$ cat config.mk
export PLATFORM = sky130hd
export DESIGN_NAME = iidl_outq
export DESIGN_NICKNAME = d
export VERILOG_FILES = /design/src/rtl/core/iidl_pkg.sv /design/src/rtl/core/iidl_outq.sv
export SDC_FILE = /design/constraint.sdc
export NUM_CORES = 1
export LEC_CHECK = 0
export ABC_AREA = 1
export BUFFER_PORTS_ARGS = -buffer_cell sky130_fd_sc_hd__buf_2
export CAP_MARGIN = 20
export CORE_AREA = 2 2 86 88
export DETAILED_ROUTE_END_ITERATION = 10
export DIE_AREA = 0 0 88 90
export PLACE_DENSITY = 0.78
export SYNTH_ARGS = -nofsm -noshare
export SYNTH_HDL_FRONTEND = slang
export SYNTH_SLANG_ARGS = --single-unit
$ cat constraint.sdc
create_clock -name clk -period 11.72 [get_ports clk]
set_input_delay 1.172 -clock clk [delete_from_list [all_inputs] [get_ports clk]]
set_output_delay 1.172 -clock clk [all_outputs]
set_load 0.03 [all_outputs]
$ cat src/rtl/core/iidl_pkg.sv
// Shared types and codes for the indexed insert/delete list.
// No dependencies; imported by every module of the block.
`default_nettype none

package iidl_pkg;

  localparam int DEF_CAPACITY = 64;
  localparam int VALUE_W      = 32;
  localparam int POS_W        = 8;
  localparam int OP_W         = 3;
  localparam int COUNT_OUT_W  = 7;

  // Operation codes
  localparam logic [OP_W-1:0] OP_READ     = 3'd0;
  localparam logic [OP_W-1:0] OP_INS_HEAD = 3'd1;
  localparam logic [OP_W-1:0] OP_INS_TAIL = 3'd2;
  localparam logic [OP_W-1:0] OP_INS_POS  = 3'd3;
  localparam logic [OP_W-1:0] OP_DELETE   = 3'd4;

  localparam logic [VALUE_W-1:0] MISS_VALUE = '1;

  // Broadcast command from the controller to every cell
  typedef struct packed {
    logic ins;    // open a slot at the target index
    logic del;    // close the slot at the target index
    logic load;   // copy entries into the read lane
    logic shift;  // move the read lane one cell toward the head
  } cell_ctrl_t;

  // One result item
  typedef struct packed {
    logic signed [VALUE_W-1:0]   read_value;
    logic                        hit;
    logic                        accepted;
    logic [COUNT_OUT_W-1:0]      entry_count;
  } res_t;

endpackage

`default_nettype wire

$ cat src/rtl/core/iidl_outq.sv
// Two-entry result queue: output register plus skid register.
// Depends on iidl_pkg; instantiated by the top level.
`default_nettype none

module iidl_outq
  import iidl_pkg::*;
(
  input  wire logic clk,
  input  wire logic rst,
  input  wire logic push,
  input  wire res_t push_data,
  input  wire logic out_stall,
  output logic      out_valid,
  output res_t      out_data,
  output logic      skid_full
);

  logic skid_valid;
  res_t skid_data;
  logic pop;

  assign pop       = out_valid && !out_stall;
  assign skid_full = skid_valid;

  // Control
  always_ff @(posedge clk) begin
    if (rst) begin
      out_valid  <= 1'b0;
      skid_valid <= 1'b0;
    end else if (pop) begin
      out_valid  <= skid_valid || push;
      skid_valid <= skid_valid && push;
    end else if (!out_valid) begin
      out_valid  <= push;
    end else if (push) begin
      skid_valid <= 1'b1;
    end
  end

  // Payload
  always_ff @(posedge clk) begin
    if (pop) begin
      out_data  <= skid_valid ? skid_data : push_data;
      skid_data <= push_data;
    end else if (!out_valid) begin
      out_data  <= push_data;
    end else if (push && !skid_valid) begin
      skid_data <= push_data;
    end
  end

`ifndef SYNTHESIS
  // A push never finds both registers held
  a_no_overflow: assert property (@(posedge clk) disable iff (rst)
    push |-> !(out_valid && skid_valid && !pop))
    else $error("result queue overflow");
  // Skid holds data only behind a held output
  a_skid_order: assert property (@(posedge clk) disable iff (rst)
    skid_valid |-> out_valid)
    else $error("skid valid without output valid");
  // A stalled output keeps its item
  a_out_hold: assert property (@(posedge clk) disable iff (rst)
    out_valid && out_stall |=> out_valid && $stable(out_data))
    else $error("stalled result changed");
`endif

endmodule

`default_nettype wire

==> results of run 1 <==
report_power, final:
group          total, µW  internal [µW]  switching, µW
Clock                217            119           97.5
Combinational       59.2           16.9           42.3
Sequential           358            353           5.41
cell families (layout without fill, tap and decap cells):
group | after synthesis | after routing | synth area share, %
AOI/OAI and AO/OA | 3 | 3 | 0.485
and+or+nand+nor | 131 | 131 | 16.1
DFF | 84 | 84 | 80.8
buffers and inverters | 13 | 109 | 2.59
how the worst max path moves through the flow:
stage                          from           end  slack, ps
after floorplan                push  skid_data[0]       7060
after global placement    out_stall   out_data[6]       8500
after detailed placement  out_stall   out_data[6]       8430
after CTS                 out_stall   out_data[6]       8810
after global routing      out_stall   out_data[2]       8520
final                     out_stall  out_data[21]       8810
stage by stage:
step | hold WS, ps | setup slack (ps) | total power (µW) | utilization (%) | cell area, µm²
after floorplan | 487 | 7060 | 402 | - | 3100
after global placement | 491 | 8500 | 423 | 51.5 | 3610
after detailed placement | 494 | 8430 | 425 | 51.5 | 3610
after CTS | 513 | 8810 | 640 | 54.4 | 3820
after global routing | 537 | 8520 | 656 | 54.4 | 3820
final | 514 | 8810 | 634 | 54.4 | 3820
state kept, by name (all words and copies together) (netlist names):
signal,flops
out_data,41
skid_full,1
skid_data,41
out_valid,1
cells in the final DEF (no fill, tap or decap):
cell and n:
o21ai_4 1, inv_1 4, a21oi_1 2, buf_4 1, nand3_2 1, nand2_2 1
bufinv_16 2, nand2_1 129, dfxtp_1 2, edfxtp_1 82, clkbuf_1 2, inv_2 1
clkbuf_8 9, clkinvlp_4 1, buf_2 87, clkinv_1 1, clkinv_2 1
worst min-delay path: stages, from the launching register on:
cell      delay [ps]
edfxtp_1         320
nand2_1           50
nand2_1           40
routing by layer:
metal  track usage, %  vias to the layer above
met5                0                        -
met4             8.21                        0
met3             4.41                       13
met2             23.9                       65
met1             17.4                      873
li1                 -                      953
layout make-up:
type,instances,share of cell area (%)
clock buffer,11,3.44
clock inverter,5,2.00
inverter,5,0.491
multi-input combinational,134,13.8
sequential,84,65.5
tap,99,3.24
timing repair buffer,88,11.6
==> summary.txt, run 1 <==
Clock tree
  • Clock Sinks: 84
  • Clock root buffer: clkbuf_8
  • Clock Tree Buf Depth: 2
  • CTS tree: done
  • Register clock-pin slew on the reported worst setup and hold paths: 80 ps
  • CTS Buf Count: 9
  • # H-tree levels: 3
  • Cts repair resizes: 0
  • Clock latency on the worst-skew pair: 340 ps
  • Buffer count from post-CTS setup fixing: 0
  • Hold_buf cts: 0

Route
  • # DRC: 0
  • Routed vias: 1904
  • WL met2: 2.79 mm
  • DR pass1 iterations: 4
  • Routed Antenna Nets: 0
  • Avg Vias per Cell: 4.47
  • Wire per inst: 12.9 µm
  • Met1 WL: 2.25 mm
  • DR iter-0 viols: 78
  • Max layer used: met4
  • Met3 wire len: 326 µm
  • Total Wirelength: 5.51 mm

Floorplanning
  • Horiz. Die Dim: 88 µm
  • Row count: 31
  • Core ar.: 7020 µm²
  • Starting Density: 44.1%
  • Die H: 90 µm
  • Die area: 7920 µm²
  • Ports: 88

Final layout
  • Antenna cell count: 0
  • Fillers: 593
  • Area Overhead vs Synth: 23.5%
  • Layout cell share with drive strength beyond 1: 32.1%
  • Final #Nets: 367
  • Storage cell area: 2500 µm²
  • Area of the multi-input gates: 527 µm²
  • Non-Filler Instances: 426

Critical path
  • Reg2Reg Setup Slack: 9330 ps
  • Required time of the critical path: 11920 ps
  • CP Class: input port to flop
  • Slowest cell on crit path: inv_2
  • Max stage delay on crit path: 860 ps
  • Crit path launch type: input port
  • Worst-path cell chain: buf_2 > inv_1 > nand3_2 > inv_2 > nand2_1 > nand2_1
  • CP delay by family, top: buffers and inverters
  • Worst R2R Start: skid_full
  • Most used cell, CP: nand2_1
  • Critical path depth in cells: 6
  • CP Capture Type: flop
  • Maximum fanout along the worst path: 42
  • WP buf/inv: 3
  • CP Data Arrival Time: 3110 ps
  • Reg-to-Reg End: out_data[21]
  • Reg2Reg Depth: 4

Synth
  • Mapped Cells: 231
  • Most common cell in the netlist: nand2_1
  • Post-synth top flop: edfxtp_1
  • Number of enable flip-flop cells after synthesis: 82
  • FF+latch count, synth: 84
  • Cell taking the most area after synthesis: edfxtp_1
  • Synth Cell Area: 3100 µm²
  • Post-Syn Area per Cell: 13.4 µm²
  • Most instantiated cells after synthesis: nand2_1 (130), edfxtp_1 (82), buf_6 (4), inv_1 (4), clkbuf_1 (3)
  • Area contributors post-synth: edfxtp_1 (80%), nand2_1 (16%), buf_6 (1.5%), dfxtp_1 (1.3%), inv_1 (0.49%)
  • Part of the Yosys area used for sequential elements: 80.8%
  • Synth async-reset ratio: 0%
  • Top cell type's share of synthesized area: 79.5%
  • Post-synthesis cell type count: 11
  • YS warnings: 0
  • Mapped Nets: 276

Job
  • Max Cap Viol: 0

Global route
  • Remaining Overflow, GRT: 0
  • Total track usage: 14.8%
  • Initial antenna violation count: 0
  • Largest net degree at the start of global routing: 43
  • Vias in the first global route: 1881
  • First-pass GRT wire length: 8.83 mm

STA
  • Crit path time final: 2910 ps
  • Tcrit/Tclk final: 24.8%
  • Hold Fails Final Rpt: 0
  • Clock Skew: 9.22 ps
  • RSZ-0062 raised after global routing: false
  • Fmax achieved: 344 MHz
  • Finish-stage setup viols: 0
  • Final slew viol count: 0
  • Slew headroom: 33.7%
  • Setup total negative slack: 0 ps
  • Worst-Margin Slew: 991 ps

Power and ir drop
  • Cell leakage power: 0.00167 µW
  • Pwr dens: 166 nW/µm²
  • Peak supply drop: 0.0000903 V

Hold path
  • Hold path endpoint: out_data[4]
  • Hold wc startpoint: skid_data[4]
  • Min-delay worst type: flop to flop
  • Worst hold stages: 2

Status
  • Status: completed

Placed design
  • Placer Congestion: 0.688
  • IO Port Bufs: 87
  • Placed cell count: 410
  • DP HPWL: 3.46 mm
Note: power is estimated with default switching activity, not from simulation.
==> run 2: changes to the inputs <==
Settings changed: ABC_AREA 1 to 0, CORE_AREA 2 2 86 88 to 2 2 87 89, DIE_AREA 0 0 88 90 to 0 0 89 91, PLACE_DENSITY 0.78 to 0.77.
Clock period 11.72 ns to 2.8 ns, I/O delays scaled along.
==> summary.txt, run 2 <==
Placed design
  • DP HPWL: 3.44 mm (-0.39%)
  • Placer Congestion: 0.745 (+8.4%)
  • Placed cell count: 325 (-21%)
  • IO Port Bufs: 87 (unchanged)
  • Pre-CTS setup slack: 1020 ps (-7410 ps)

Clock tree
  • Buffer count from post-CTS setup fixing: 0 (unchanged)
  • Clock root buffer: clkbuf_8
  • Cts repair resizes: 0 (unchanged)
  • Clock Tree Buf Depth: 2 (unchanged)
  • CTS tree: done
  • Hold_buf cts: 0 (unchanged)
  • CTS Buf Count: 9 (unchanged)
  • Clock latency on the worst-skew pair: 340 ps (about the same)
  • Clock Sinks: 84 (unchanged)
  • # H-tree levels: 3 (unchanged)
  • Register clock-pin slew on the reported worst setup and hold paths: 80 ps (about the same)

Final layout
  • Antenna cell count: 0 (unchanged)
  • Layout cell share with drive strength beyond 1: 61.2% (+29 points)
  • Final core utilization: 53.6% (-0.85 points)
  • Area Overhead vs Synth: 22.9%
  • Fillers: 598 (+0.84%)
  • Largest regs: out_data (41), skid_data (41)
  • Commonest non-fill, non-tap cell in the layout: buf_2
  • Non-Filler Instances: 341 (-20%)
  • Final #Nets: 282 (-23%)
  • Commonest non-fill, non-tap cells in the layout: buf_2 (87), edfxtp_1 (82), mux2_2 (38)

Critical path
  • CP Capture Type: flop
  • Crit path launch type: flop
  • Maximum fanout along the worst path: 41 (-2.4%)
  • CP Data Arrival Time: 1840 ps (-1270 ps)
  • Slowest cell on crit path: nand3b_4
  • CP Class: flop to flop
  • Required time of the critical path: 2890 ps (-9030 ps)
  • Worst-path cell chain: nand3b_4 > mux2_2
  • Max stage delay on crit path: 530 ps (-330 ps)

STA
  • Setup total negative slack: 0 ps (unchanged)
  • Clock Skew: 7.48 ps (-1.74 ps)
  • Crit path time final: 1750 ps
  • Slew headroom: 33.2% (-0.50 points)
  • Worst-Margin Slew: 998 ps (+7.52 ps)
  • Fmax achieved: 571 MHz
  • Final Hold Slack: 121 ps (-393 ps)
  • RSZ-0062 raised after global routing: false
  • Hold Fails Final Rpt: 0 (unchanged)
  • Tcrit/Tclk final: 62.5%
  • Final WS setup: 1050 ps (-7760 ps)
  • Final slew viol count: 0 (unchanged)
  • Finish-stage setup viols: 0 (unchanged)

Route
  • Avg Vias per Cell: 4.59 (+2.7%)
  • Wire per inst: 15.1 µm (+17%)
  • DR pass1 iterations: 4 (unchanged)
  • Total Wirelength: 5.15 mm (-6.6%)
  • Routed vias: 1565 (-18%)
  • DR iter-0 viols: 49 (-37%)
  • Routed Antenna Nets: 0 (unchanged)
  • # DRC: 0 (unchanged)

Floorplanning
  • Die area: 8100 µm² (+2.3%)
  • Die H: 91 µm (+1.1%)
  • Horiz. Die Dim: 89 µm (+1.1%)
  • Starting Density: 43.6% (-0.49 points)
  • Row count: 31 (unchanged)
  • Ports: 88 (unchanged)
  • Core ar.: 7140 µm² (+1.7%)

Global route
  • Initial antenna violation count: 0 (unchanged)
  • Remaining Overflow, GRT: 0 (unchanged)
  • Largest net degree at the start of global routing: 42 (-2.3%)
  • Total track usage: 13.6% (-1.2 points)
  • Vias in the first global route: 1598 (-15%)
  • First-pass GRT wire length: 8.10 mm (-8.2%)

Hold path
  • Min-delay worst type: input port to flop

Synth
  • Synth Cell Area: 3110 µm² (+0.53%)
  • YS warnings: 0 (unchanged)
  • Cell taking the most area after synthesis: edfxtp_1
  • Area contributors post-synth: edfxtp_1 (79%), mux2_2 (14%), clkbuf_8 (1.8%), mux2_4 (1.4%), dfxtp_1 (1.3%)
  • Post-synthesis cell type count: 14 (+3)
  • Part of the Yosys area used for sequential elements: 80.4% (-0.42 points)
  • Most common cell in the netlist: edfxtp_1
  • Top cell type's share of synthesized area: 79.1% (-0.42 points)
  • Mapped Cells: 141 (-39%)
  • Most instantiated cells after synthesis: edfxtp_1 (82), mux2_2 (38), clkbuf_8 (4), mux2_4 (3)
  • Post-synth top flop: edfxtp_1
  • Post-Syn Area per Cell: 22.1 µm² (+65%)
  • Number of enable flip-flop cells after synthesis: 82 (unchanged)
  • FF+latch count, synth: 84 (unchanged)
  • Synth async-reset ratio: 0% (unchanged)
  • Mapped Nets: 186 (-33%)

Status
  • Status: completed

Power and ir drop
  • Pwr dens: 652 nW/µm² (+290%)
  • Cell leakage power: 0.00151 µW (-9.3%)
  • Peak supply drop: 0.000304 V (+240%)

Job
  • Max Cap Viol: 0 (unchanged)
run 2: power breakdown:
part	internal [µW]	switching [µW]
sequential	1470	21.5
combinational	94.1	179
clock	317	409
run 2: layer usage:
layer / share of wire (%) / vias to the layer above / global-route usage, %
met5: 0 / - / 0
met4: 1.8 / 0 / 6.34
met3: 4.4 / 9 / 3.91
met2: 54 / 43 / 22.7
met1: 40 / 765 / 16.0
li1: - / 748 / -
run 2: worst max-delay path, delay by kind of cell (launching register included):
kind	cells	cell delay, ps
simple gates	1	530
flops	1	490
mux	1	480
run 2: layout make-up:
type | count | area, µm² | area share [%]
Timing Repair Buffer | 89 | 463 | 12.1
Clock buffer | 9 | 124 | 3.24
Multi-Input combinational cell | 51 | 561 | 14.7
Inverter | 2 | 7.51 | 0.196
Clock inverter | 7 | 43.8 | 1.14
Tap cell | 99 | 124 | 3.24
Sequential cell | 84 | 2500 | 65.4
run 2: path summary, 6_finish.rpt:
path | cells after the start | slack [ps] | start | to
max | 2 | 1050 | out_valid | out_data[36]
min | 1 | 120 | push_data[39] | skid_data[39]
max reg2reg | 2 | 1050 | out_valid | out_data[36]
min reg2reg | 1 | 550 | skid_data[25] | out_data[25]
run 2: stage by stage:
step                power, µW  area (µm²)
floorplan                1690        3120
global route             2600        3820
global placement         1790        3660
detailed placement       1800        3660
finish                   2490        3820
CTS                      2530        3820
run 2: logic make-up after synthesis:
family | Yosys count | synth area share, %
buf+inv | 6 | 2.01
compound gates | 5 | 1.01
flops | 84 | 80.4
mux | 41 | 15.2
simple gates | 5 | 1.37
