$ cat src/rtl/core/iidl_pkg.sv
// Shared types and codes for the indexed insert/delete list.
// No dependencies; imported by every module of the block.
`default_nettype none

package iidl_pkg;

  localparam int DEF_CAPACITY = 64;
  localparam int VALUE_W      = 32;
  localparam int POS_W        = 8;
  localparam int OP_W         = 3;
  localparam int COUNT_OUT_W  = 7;

  // Operation codes
  localparam logic [OP_W-1:0] OP_READ     = 3'd0;
  localparam logic [OP_W-1:0] OP_INS_HEAD = 3'd1;
  localparam logic [OP_W-1:0] OP_INS_TAIL = 3'd2;
  localparam logic [OP_W-1:0] OP_INS_POS  = 3'd3;
  localparam logic [OP_W-1:0] OP_DELETE   = 3'd4;

  localparam logic [VALUE_W-1:0] MISS_VALUE = '1;

  // Broadcast command from the controller to every cell
  typedef struct packed {
    logic ins;    // open a slot at the target index
    logic del;    // close the slot at the target index
    logic load;   // copy entries into the read lane
    logic shift;  // move the read lane one cell toward the head
  } cell_ctrl_t;

  // One result item
  typedef struct packed {
    logic signed [VALUE_W-1:0]   read_value;
    logic                        hit;
    logic                        accepted;
    logic [COUNT_OUT_W-1:0]      entry_count;
  } res_t;

endpackage

`default_nettype wire

$ cat src/rtl/core/iidl_cell.sv
// One list cell: a stored entry plus one stage of the read lane.
// Depends on iidl_pkg; instantiated once per list position by the top level.
`default_nettype none

module iidl_cell
  import iidl_pkg::*;
#(
  parameter int IDX_W = 6,
  parameter int IDX   = 0
) (
  input  wire logic               clk,
  input  wire cell_ctrl_t         ctrl,
  input  wire logic [IDX_W-1:0]   at,
  input  wire logic [VALUE_W-1:0] new_value,
  input  wire logic [VALUE_W-1:0] left_entry,
  input  wire logic [VALUE_W-1:0] right_entry,
  input  wire logic [VALUE_W-1:0] right_lane,
  output logic      [VALUE_W-1:0] entry,
  output logic      [VALUE_W-1:0] lane
);

  localparam logic [IDX_W-1:0] MY_IDX = IDX_W'(IDX);

  // Entry: insert shifts up from the left, delete pulls down from the right
  always_ff @(posedge clk) begin
    priority if (ctrl.ins && (MY_IDX == at)) begin
      entry <= new_value;
    end else if (ctrl.ins && (MY_IDX > at)) begin
      entry <= left_entry;
    end else if (ctrl.del && (MY_IDX >= at)) begin
      entry <= right_entry;
    end else begin
      entry <= entry;
    end
  end

  // Read lane: snapshot, then walk toward cell 0
  always_ff @(posedge clk) begin
    priority if (ctrl.load) begin
      lane <= entry;
    end else if (ctrl.shift) begin
      lane <= right_lane;
    end else begin
      lane <= lane;
    end
  end

endmodule

`default_nettype wire

$ cat config.mk
export PLATFORM = sky130hd
export DESIGN_NAME = iidl_cell
export DESIGN_NICKNAME = d
export VERILOG_FILES = /design/src/rtl/core/iidl_pkg.sv /design/src/rtl/core/iidl_cell.sv
export SDC_FILE = /design/constraint.sdc
export NUM_CORES = 1
export LEC_CHECK = 0
export BUFFER_PORTS_ARGS = -buffer_cell sky130_fd_sc_hd__clkbuf_2
export CELL_PAD_IN_SITES_DETAIL_PLACEMENT = 1
export CELL_PAD_IN_SITES_GLOBAL_PLACEMENT = 1
export CORE_MARGIN = 2
export CORE_UTILIZATION = 30
export DETAILED_ROUTE_END_ITERATION = 6
export GPL_ROUTABILITY_DRIVEN = 0
export GPL_TIMING_DRIVEN = 0
export PLACE_DENSITY_LB_ADDON = 0.1
export SETUP_SLACK_MARGIN = 0.1
export SYNTH_ARGS = -nofsm -noshare
export SYNTH_HDL_FRONTEND = slang
export SYNTH_SLANG_ARGS = --single-unit
$ cat constraint.sdc
create_clock -name clk -period 2.1 [get_ports clk]
set_clock_uncertainty 0.05 [all_clocks]
set_input_delay 0.21 -clock clk [delete_from_list [all_inputs] [get_ports clk]]
set_output_delay 0.21 -clock clk [all_outputs]
set_load 0.03 [all_outputs]
==> results.sh, run 1 <==
export IMPL_post_cts_setup_buffer_count=0
export IMPL_synth_cells=140
export IMPL_worstPathCellList="clkbuf_1 -> buf_2 -> or2_2"
export IMPL_min_path_cells=2
export IMPL_antenna_found_initial=0
export IMPL_cp_data_arrival_time_ns=1.48
export IMPL_final_nets=460
export IMPL_rr_endpoint="lane[8]"
export IMPL_critical_path_max_stage_delay_ns=0.69
export IMPL_cts_sinks=64
export IMPL_ir_drop_mv=0.300
export IMPL_r2r_setup_slack_ns=1.12
export IMPL_cts_buffers=9
export IMPL_rsz0062_at_grt="no"
export IMPL_drc=0
export IMPL_worst_pin_slew_ns=0.797
export IMPL_port_buffers=169
export IMPL_hpwl_um=5350
export IMPL_criticalPathCategory="in2reg"
export IMPL_yosys_area_top_type="edfxtp_1"
export IMPL_synth_seq_cells=64
export IMPL_syn_area_um2=2860
export IMPL_seq_area_frac_synth_pct=67.2
export IMPL_ant_nets=0
export IMPL_cp_max_fo=32
export IMPL_slew_headroom_pct=46.9
export IMPL_ctsLongestPathBuffers=2
export IMPL_die_area_um2=10300
export IMPL_critical_path_top_delay_family="simple AND/OR/NAND/NOR gates"
export IMPL_vias_per_cell=4.28
export IMPL_setup_viol=0
export IMPL_yosysWarnings=0
export IMPL_hold_end="entry[5]"
export IMPL_fp_dieW_um=102
export IMPL_synth_area_top_cells="edfxtp_1, mux2_4, mux2_2"
export IMPL_num_rows=35
export IMPL_final_hold_viol_count=0
export IMPL_cp_start_kind="input port"
export IMPL_area_growth_pct=43.3
export IMPL_slew_viol_final=0
export IMPL_worstHoldStart="right_entry[5]"
export IMPL_grt_max_degree=33
export IMPL_grt_pass1_wl_um=10400
export IMPL_start_util_pct=30.9
export IMPL_holdBufCountCts=0
export IMPL_drive_gt1_share_pct=79.1
export IMPL_via_count=1946
export IMPL_endpoint_kind="flop"
export IMPL_htreeDepth=3
export IMPL_grt_use_total_pct=13.5
export IMPL_overflow=0
export IMPL_clk_insertion_delay_late_ns=0.32
export IMPL_drtPass1Iterations=4
export IMPL_drv_cap=0
export IMPL_synth_avg_cell_area_um2=20.4
export IMPL_grt_pass1_vias=2064
export IMPL_cp_slowest_cell="or2_2"
export IMPL_rr_worst_depth=1
export IMPL_cts_root_buf="clkbuf_8"
export IMPL_layout_min_cycle_time_ns=1.58
export IMPL_fin_setup_tns_ns=0
export IMPL_powerDensity_nw_per_um2=733
export IMPL_drtIter0Drc=33
export IMPL_cp_required_ns=2.00
export IMPL_holdCritPathClass="in2reg"
export IMPL_synth_top_cell_area_share_pct=67.2
export IMPL_status="finished clean"
export IMPL_n_antenna_cell=0
export IMPL_fmax_mhz=633
export IMPL_ios=203
export IMPL_die_h_um=102
export IMPL_wl_per_cell_um=15.5
export IMPL_cts_tree="done"
export IMPL_path_clk_slew_ns=0.08
export IMPL_power_mw=3.01
export IMPL_synth_nets=279
export IMPL_crit_buf_inv=2
export IMPL_p_leak_nw=1.89
export IMPL_ys_types=11
export IMPL_post_route_period_util_pct=75.2
export IMPL_design_core_area_um2=9240
export IMPL_cts_resized=0
export IMPL_reg2reg_from="entry[8]"
export IMPL_routed_wl_um=7030
[how the worst max path moves through the flow]
stage / start / endpoint / slack [ns] / depth (start not counted)
global placement: at[3] / entry[16] / -0.17 / 3
CTS: at[3] / entry[21] / 0.15 / 3
finish: ctrl[1] / lane[12] / 0.52 / 3
detailed placement: at[3] / entry[16] / -0.20 / 3
global route: ctrl[1] / lane[26] / 0.38 / 3
floorplan: at[3] / entry[0] / 0.39 / 2
[layout by cell type, fill, tap and decap left out]
cell type   instances
clkbuf_2          169
edfxtp_1           64
mux2_2             34
mux2_4             30
clkbuf_8            9
buf_6               3
buf_2               3
clkbuf_1            2
clkinvlp_4          2
bufinv_16           2
nor4_4              1
nor2_1              1
nand3_2             1
o211a_2             1
or2_2               1
clkinv_2            1
clkinv_1            1
buf_12              1
[flip-flops by register name, summed over array words and instances, names as in the netlist]
register / flops
entry: 32
lane: 32
[synth_stat cells]
cell type	n
mux2_4	30
edfxtp_1	64
o211a_1	1
clkbuf_1	1
nor2_1	1
mux2_2	34
nand3_2	1
buf_2	3
buf_6	3
nor4_4	1
or2_2	1
[through the flow]
step | hold WS [ns] | area (um2) | util, % | setup WS [ns] | std cells
3_3_place_gp | 0.460 | 3870 | 41.8 | -0.168 | 438
4_1_cts | 0.108 | 4080 | 44.1 | 0.150 | 454
3_5_place_dp | 0.465 | 3870 | 41.8 | -0.205 | 438
6_report | 0.128 | 4100 | 44.3 | 0.521 | 455
2_1_floorplan | 0.377 | 2860 | - | 0.388 | 140
5_1_grt | 0.104 | 4100 | 44.3 | 0.376 | 455
[report_power, final]
| part | switching, mW | leakage, nW | total, mW | internal [mW] |
|---|---|---|---|---|
| logic | 0.204 | 1.17 | 0.387 | 0.183 |
| clock network | 0.474 | 0.0999 | 1.14 | 0.663 |
| registers | 0.0147 | 0.614 | 1.48 | 1.47 |
[kinds of logic after synthesis]
kind of cell           share of synthesized area, %
multiplexers                                   29.1
AND/OR/NAND/NOR                                1.44
buffers and inverters                          1.84
flip-flops                                     67.2
AO/OA/AOI/OAI                                 0.350
[cell type report]
type | instances | area [um2]
fill | 981 | 5140
sequential | 64 | 1920
multi-input combinational | 69 | 885
timing repair buffer | 170 | 866
tap | 129 | 161
clock buffer | 10 | 128
clock inverter | 6 | 83.8
buffer | 7 | 52.6
[per-layer routing]
metal | up-vias | wire, um | global-route usage [%]
met5 | - | 0 | 0
met1 | 935 | 2590 | 14.4
met3 | 6 | 591 | 5.38
li1 | 918 | - | -
met2 | 87 | 3790 | 24.1
met4 | 0 | 61 | 4.99
Note: power is estimated with default switching activity, not from simulation.
==> run 2: changes to the inputs <==
clock period = 1.55 ns   (was 2.1 ns; I/O delays follow)
==> results.sh, run 2 (same netlist as run 1, synthesis figures left out) <==
export IMPL_status="finished clean"
export IMPL_drtPass1Iterations=3
export IMPL_fp_dieW_um=102
export IMPL_design_core_area_um2=9240
export IMPL_rsz0062_at_grt="no"
export IMPL_ir_drop_mv=0.442
export IMPL_cts_sinks=64
export IMPL_cts_tree="done"
export IMPL_drc=0
export IMPL_slew_viol_final=0
export IMPL_clk_insertion_delay_late_ns=0.33
export IMPL_cts_resized=0
export IMPL_post_cts_setup_buffer_count=0
export IMPL_dp_cells=438
export IMPL_drtIter0Drc=35
export IMPL_rr_endpoint="lane[2]"
export IMPL_area_growth_pct=41.3
export IMPL_holdBufCountCts=0
export IMPL_drv_cap=0
export IMPL_routed_wl_um=6900
export IMPL_p_leak_nw=1.86
export IMPL_fmax_mhz=760
export IMPL_path_clk_slew_ns=0.07
export IMPL_die_area_um2=10300
export IMPL_layoutNonFillerInstCount=454
export IMPL_cts_buffers=9
export IMPL_layout_common_cells="clkbuf_2, edfxtp_1, mux2_2, mux2_4, clkbuf_8"
export IMPL_drive_gt1_share_pct=78.8
export IMPL_overflow=0
export IMPL_port_buffers=169
export IMPL_criticalPathCategory="in2reg"
export IMPL_regArea_um2=1920
export IMPL_ctsLongestPathBuffers=2
export IMPL_grt_max_degree=33
export IMPL_final_hold_viol_count=0
export IMPL_power_mw=3.75
export IMPL_slew_headroom_pct=66.8
export IMPL_crit_path_start="at[3]"
export IMPL_grt_pass1_wl_um=10500
export IMPL_antenna_found_initial=0
export IMPL_holdCritPathClass="in2reg"
export IMPL_htreeDepth=3
export IMPL_utilization_pct=43.7
export IMPL_wl_per_cell_um=15.2
export IMPL_cp_data_arrival_time_ns=1.34
export IMPL_worst_pin_slew_ns=0.498
export IMPL_powerDensity_nw_per_um2=927
export IMPL_grt_use_total_pct=13.8
export IMPL_top_regs="entry x32, lane x32"
export IMPL_multi_input_area_um2=895
export IMPL_ios=203
export IMPL_reg2reg_from="entry[2]"
export IMPL_layout_commonest_cell="clkbuf_2"
export IMPL_post_route_period_util_pct=84.9
export IMPL_dpl_worst_slack_ns=-0.158
export IMPL_final_nets=459
export IMPL_grt_pass1_vias=2083
export IMPL_cts_root_buf="clkbuf_8"
export IMPL_endpoint_kind="flop"
export IMPL_setup_viol=0
export IMPL_cp_max_fo=10
export IMPL_hpwl_um=5290
export IMPL_r2r_setup_slack_ns=0.56
export IMPL_holdWs_ns=0.0687
export IMPL_die_h_um=102
export IMPL_layout_min_cycle_time_ns=1.32
export IMPL_ant_nets=0
export IMPL_num_rows=35
export IMPL_start_util_pct=30.9
export IMPL_min_path_cells=2
export IMPL_n_fill_cell=996
export IMPL_n_antenna_cell=0
export IMPL_cp_required_ns=1.58
export IMPL_crit_end="entry[23]"
export IMPL_cp_start_kind="input port"
export IMPL_vias_per_cell=4.22
export IMPL_via_count=1915
export IMPL_rr_worst_depth=1
export IMPL_fin_ws_ns=0.234
[run 2: report_power, final]
| part | internal (mW) | switching (mW) |
|---|---|---|
| Sequential | 1.99 | 0.0189 |
| Combinational | 0.248 | 0.280 |
| Clock | 0.560 | 0.651 |
| Total | 2.80 | 0.950 |
[run 2: cell type report]
type / instances / area share (%)
Sequential cell: 64 / 47.6
Tap cell: 129 / 4.00
Clock buffer: 9 / 3.07
Clock inverter: 7 / 0.960
Multi-Input combinational cell: 69 / 22.1
Timing Repair Buffer: 169 / 20.9
Buffer: 7 / 1.30
[run 2: worst min path at each step]
| stage | from | endpoint | slack [ns] |
|---|---|---|---|
| after floorplan | right_entry[10] | entry[10] | 0.32 |
| after global placement | new_value[4] | entry[4] | 0.41 |
| after detailed placement | right_entry[21] | entry[21] | 0.41 |
| after CTS | right_entry[21] | entry[21] | 0.05 |
| after global routing | new_value[4] | entry[4] | 0.05 |
| final | right_entry[4] | entry[4] | 0.07 |
[run 2: layer usage]
| layer | wire, um | vias to the layer above | GRT usage, % |
|---|---|---|---|
| met5 | 0 | - | 0 |
| met4 | 105 | 0 | 5.93 |
| met3 | 644 | 10 | 5.31 |
| met2 | 3660 | 95 | 24.3 |
| met1 | 2490 | 899 | 14.5 |
| li1 | - | 911 | - |
[run 2: worst max-delay path, cell delays in order]
cell      delay (ns)
clkbuf_2        0.10
nor4_4          0.33
nand3_2         0.23
buf_6           0.23
mux2_4          0.31
[run 2: through the flow]
stage | setup TNS, ns | cell area, um2
final | 0 | 4040
after detailed placement | -9.62 | 3880
after floorplan | 0 | 2870
after CTS | 0 | 4040
after global placement | -8.89 | 3880
after global routing | 0 | 4040
==> run 3: changes to the inputs <==
CORE_UTILIZATION = 28   (was 30)
clock period = 1.2 ns   (was 1.55 ns; I/O delays follow)
==> results.sh, run 3 (same netlist as run 1, synthesis figures left out) <==
export IMPL_status="finished with violations"
export IMPL_violations="negative setup slack"
export IMPL_port_buffers=169
export IMPL_worstPathCellList="buf_6 -> nor4_4 -> nand3_4 -> buf_6 -> mux2_4"
export IMPL_powerDensity_nw_per_um2=1130
export IMPL_top_regs="entry x32, lane x32"
export IMPL_ir_drop_mv=0.478
export IMPL_grt_use_total_pct=13.6
export IMPL_layout_min_cycle_time_ns=1.21
export IMPL_critical_path_top_delay_family="simple AND/OR/NAND/NOR gates"
export IMPL_power_frac_clock_pct=36.8
export IMPL_rsz0062_at_grt="yes"
export IMPL_grt_pass1_vias=2154
export IMPL_drtIter0Drc=42
export IMPL_die_h_um=105
export IMPL_slew_headroom_pct=68.0
export IMPL_final_hold_viol_count=0
export IMPL_cp_required_ns=1.22
export IMPL_drv_cap=0
export IMPL_vias_per_cell=4.24
export IMPL_design_core_area_um2=9860
export IMPL_holdWs_ns=0.0326
export IMPL_area_growth_pct=66.2
export IMPL_fin_setup_tns_ns=-0.0157
export IMPL_layout_common_cells="clkbuf_2, mux2_4, edfxtp_1, buf_8, buf_4"
export IMPL_design_area_um2=4750
export IMPL_cp_data_arrival_time_ns=1.23
export IMPL_htreeDepth=3
export IMPL_slew_viol_final=0
export IMPL_via_count=2008
export IMPL_hpwl_um=5440
export IMPL_seqPwrFrac_pct=48.4
export IMPL_path_clk_slew_ns=0.08
export IMPL_cp_slowest_cell="nor4_4"
export IMPL_clk_insertion_delay_late_ns=0.33
export IMPL_fp_dieW_um=105
export IMPL_cpMostUsedCell="buf_6"
export IMPL_setup_viol=4
export IMPL_cts_root_buf="clkbuf_8"
export IMPL_post_route_period_util_pct=101
export IMPL_critical_path_max_stage_delay_ns=0.33
export IMPL_criticalPathCategory="in2reg"
export IMPL_overflow=0
export IMPL_start_util_pct=29.0
export IMPL_cp_max_fo=10
export IMPL_ctsLongestPathBuffers=2
export IMPL_worst_pin_slew_ns=0.480
export IMPL_crit_buf_inv=2
export IMPL_n_antenna_cell=0
export IMPL_wl_per_cell_um=16.2
export IMPL_layout_commonest_cell="clkbuf_2"
export IMPL_p_int_mw=4.14
export IMPL_drive_gt1_share_pct=80.6
export IMPL_cts_sinks=64
export IMPL_antenna_found_initial=0
export IMPL_cts_tree="done"
export IMPL_cp_start_kind="input port"
export IMPL_final_nets=475
export IMPL_dpl_cell_area_um2=4020
export IMPL_fin_ws_ns=-0.00647
export IMPL_num_rows=36
export IMPL_share_comb_of_total_power_pct=14.8
export IMPL_die_area_um2=11000
export IMPL_grt_max_degree=33
export IMPL_routed_wl_um=7660
export IMPL_p_leak_nw=2.24
export IMPL_endpoint_kind="flop"
export IMPL_cts_buffers=9
export IMPL_dpl_worst_slack_ns=-0.447
export IMPL_power_switching_mw=1.23
export IMPL_holdCritPathClass="in2reg"
export IMPL_ant_nets=0
export IMPL_drtPass1Iterations=4
export IMPL_ios=203
export IMPL_fmax_mhz=829
export IMPL_grt_pass1_wl_um=11300
export IMPL_swShare_pct=23.0
export IMPL_drc=0
==> run 3: cell count changes in the layout (fill, tap and decap cells not counted), moves of 2 or more <==
cell / delta
mux2_4: +34
buf_6: +10
buf_4: +14
mux2_2: -34
clkbuf_2: -49
bufinv_16: +2
clkinv_1: -2
buf_2: +8
buf_8: +30
==> run 3: through the flow <==
| stage | util, % | power (mW) | cells |
|---|---|---|---|
| 6_report | 48.2 | 5.37 | 474 |
| 2_1_floorplan | - | 3.09 | 140 |
| 4_1_cts | 46.3 | 5.40 | 465 |
| 5_1_grt | 48.2 | 5.60 | 474 |
| 3_5_place_dp | 40.8 | 3.39 | 442 |
| 3_3_place_gp | 40.8 | 3.38 | 442 |
==> run 3: repair_timing <==
item | 4_1_cts | 5_1_grt
resized for setup | 65 | 71
setup buffers | 7 | 7
hold buffers | 0 | 0
endpoints found under the setup margin | 95 | 117
pin swaps | 2 | 1
cloned | 0 | 2
==> run 3: area by class of cell <==
| cell class | count | area [um2] |
|---|---|---|
| Buffer | 7 | 82.6 |
| Clock buffer | 10 | 128 |
| Clock inverter | 6 | 83.8 |
| Fill cell | 1019 | 5110 |
| Multi-Input combinational cell | 71 | 1060 |
| Sequential cell | 64 | 1920 |
| Tap cell | 133 | 166 |
| Timing Repair Buffer | 183 | 1310 |
==> run 3: power by group through the flow <==
| stage | Combinational (mW) | Clock [mW] | Sequential (mW) |
|---|---|---|---|
| floorplan | 0.253 | 0 | 2.84 |
| finish | 0.796 | 1.97 | 2.60 |
| CTS | 0.772 | 2.03 | 2.60 |
| global route | 0.850 | 2.15 | 2.61 |
| global placement | 0.740 | 0 | 2.64 |
| detailed placement | 0.750 | 0 | 2.64 |
==> run 3: worst paths after layout <==
kind            startpoint  endpoint  slack, ns  cells past startpoint
max                  at[3]  entry[1]     -0.006                      5
min          right_lane[1]   lane[1]       0.03                      2
max reg2reg       entry[0]   lane[0]       0.07                      2
min reg2reg      entry[22]  lane[22]       0.56                      1
==> run 3: per-layer routing <==
layer	GRT usage (%)	up-vias	wire [um]
met2	23.8	103	4010
met3	5.12	12	705
li1	-	949	-
met5	0	-	0
met1	14.4	944	2780
met4	6.10	0	161
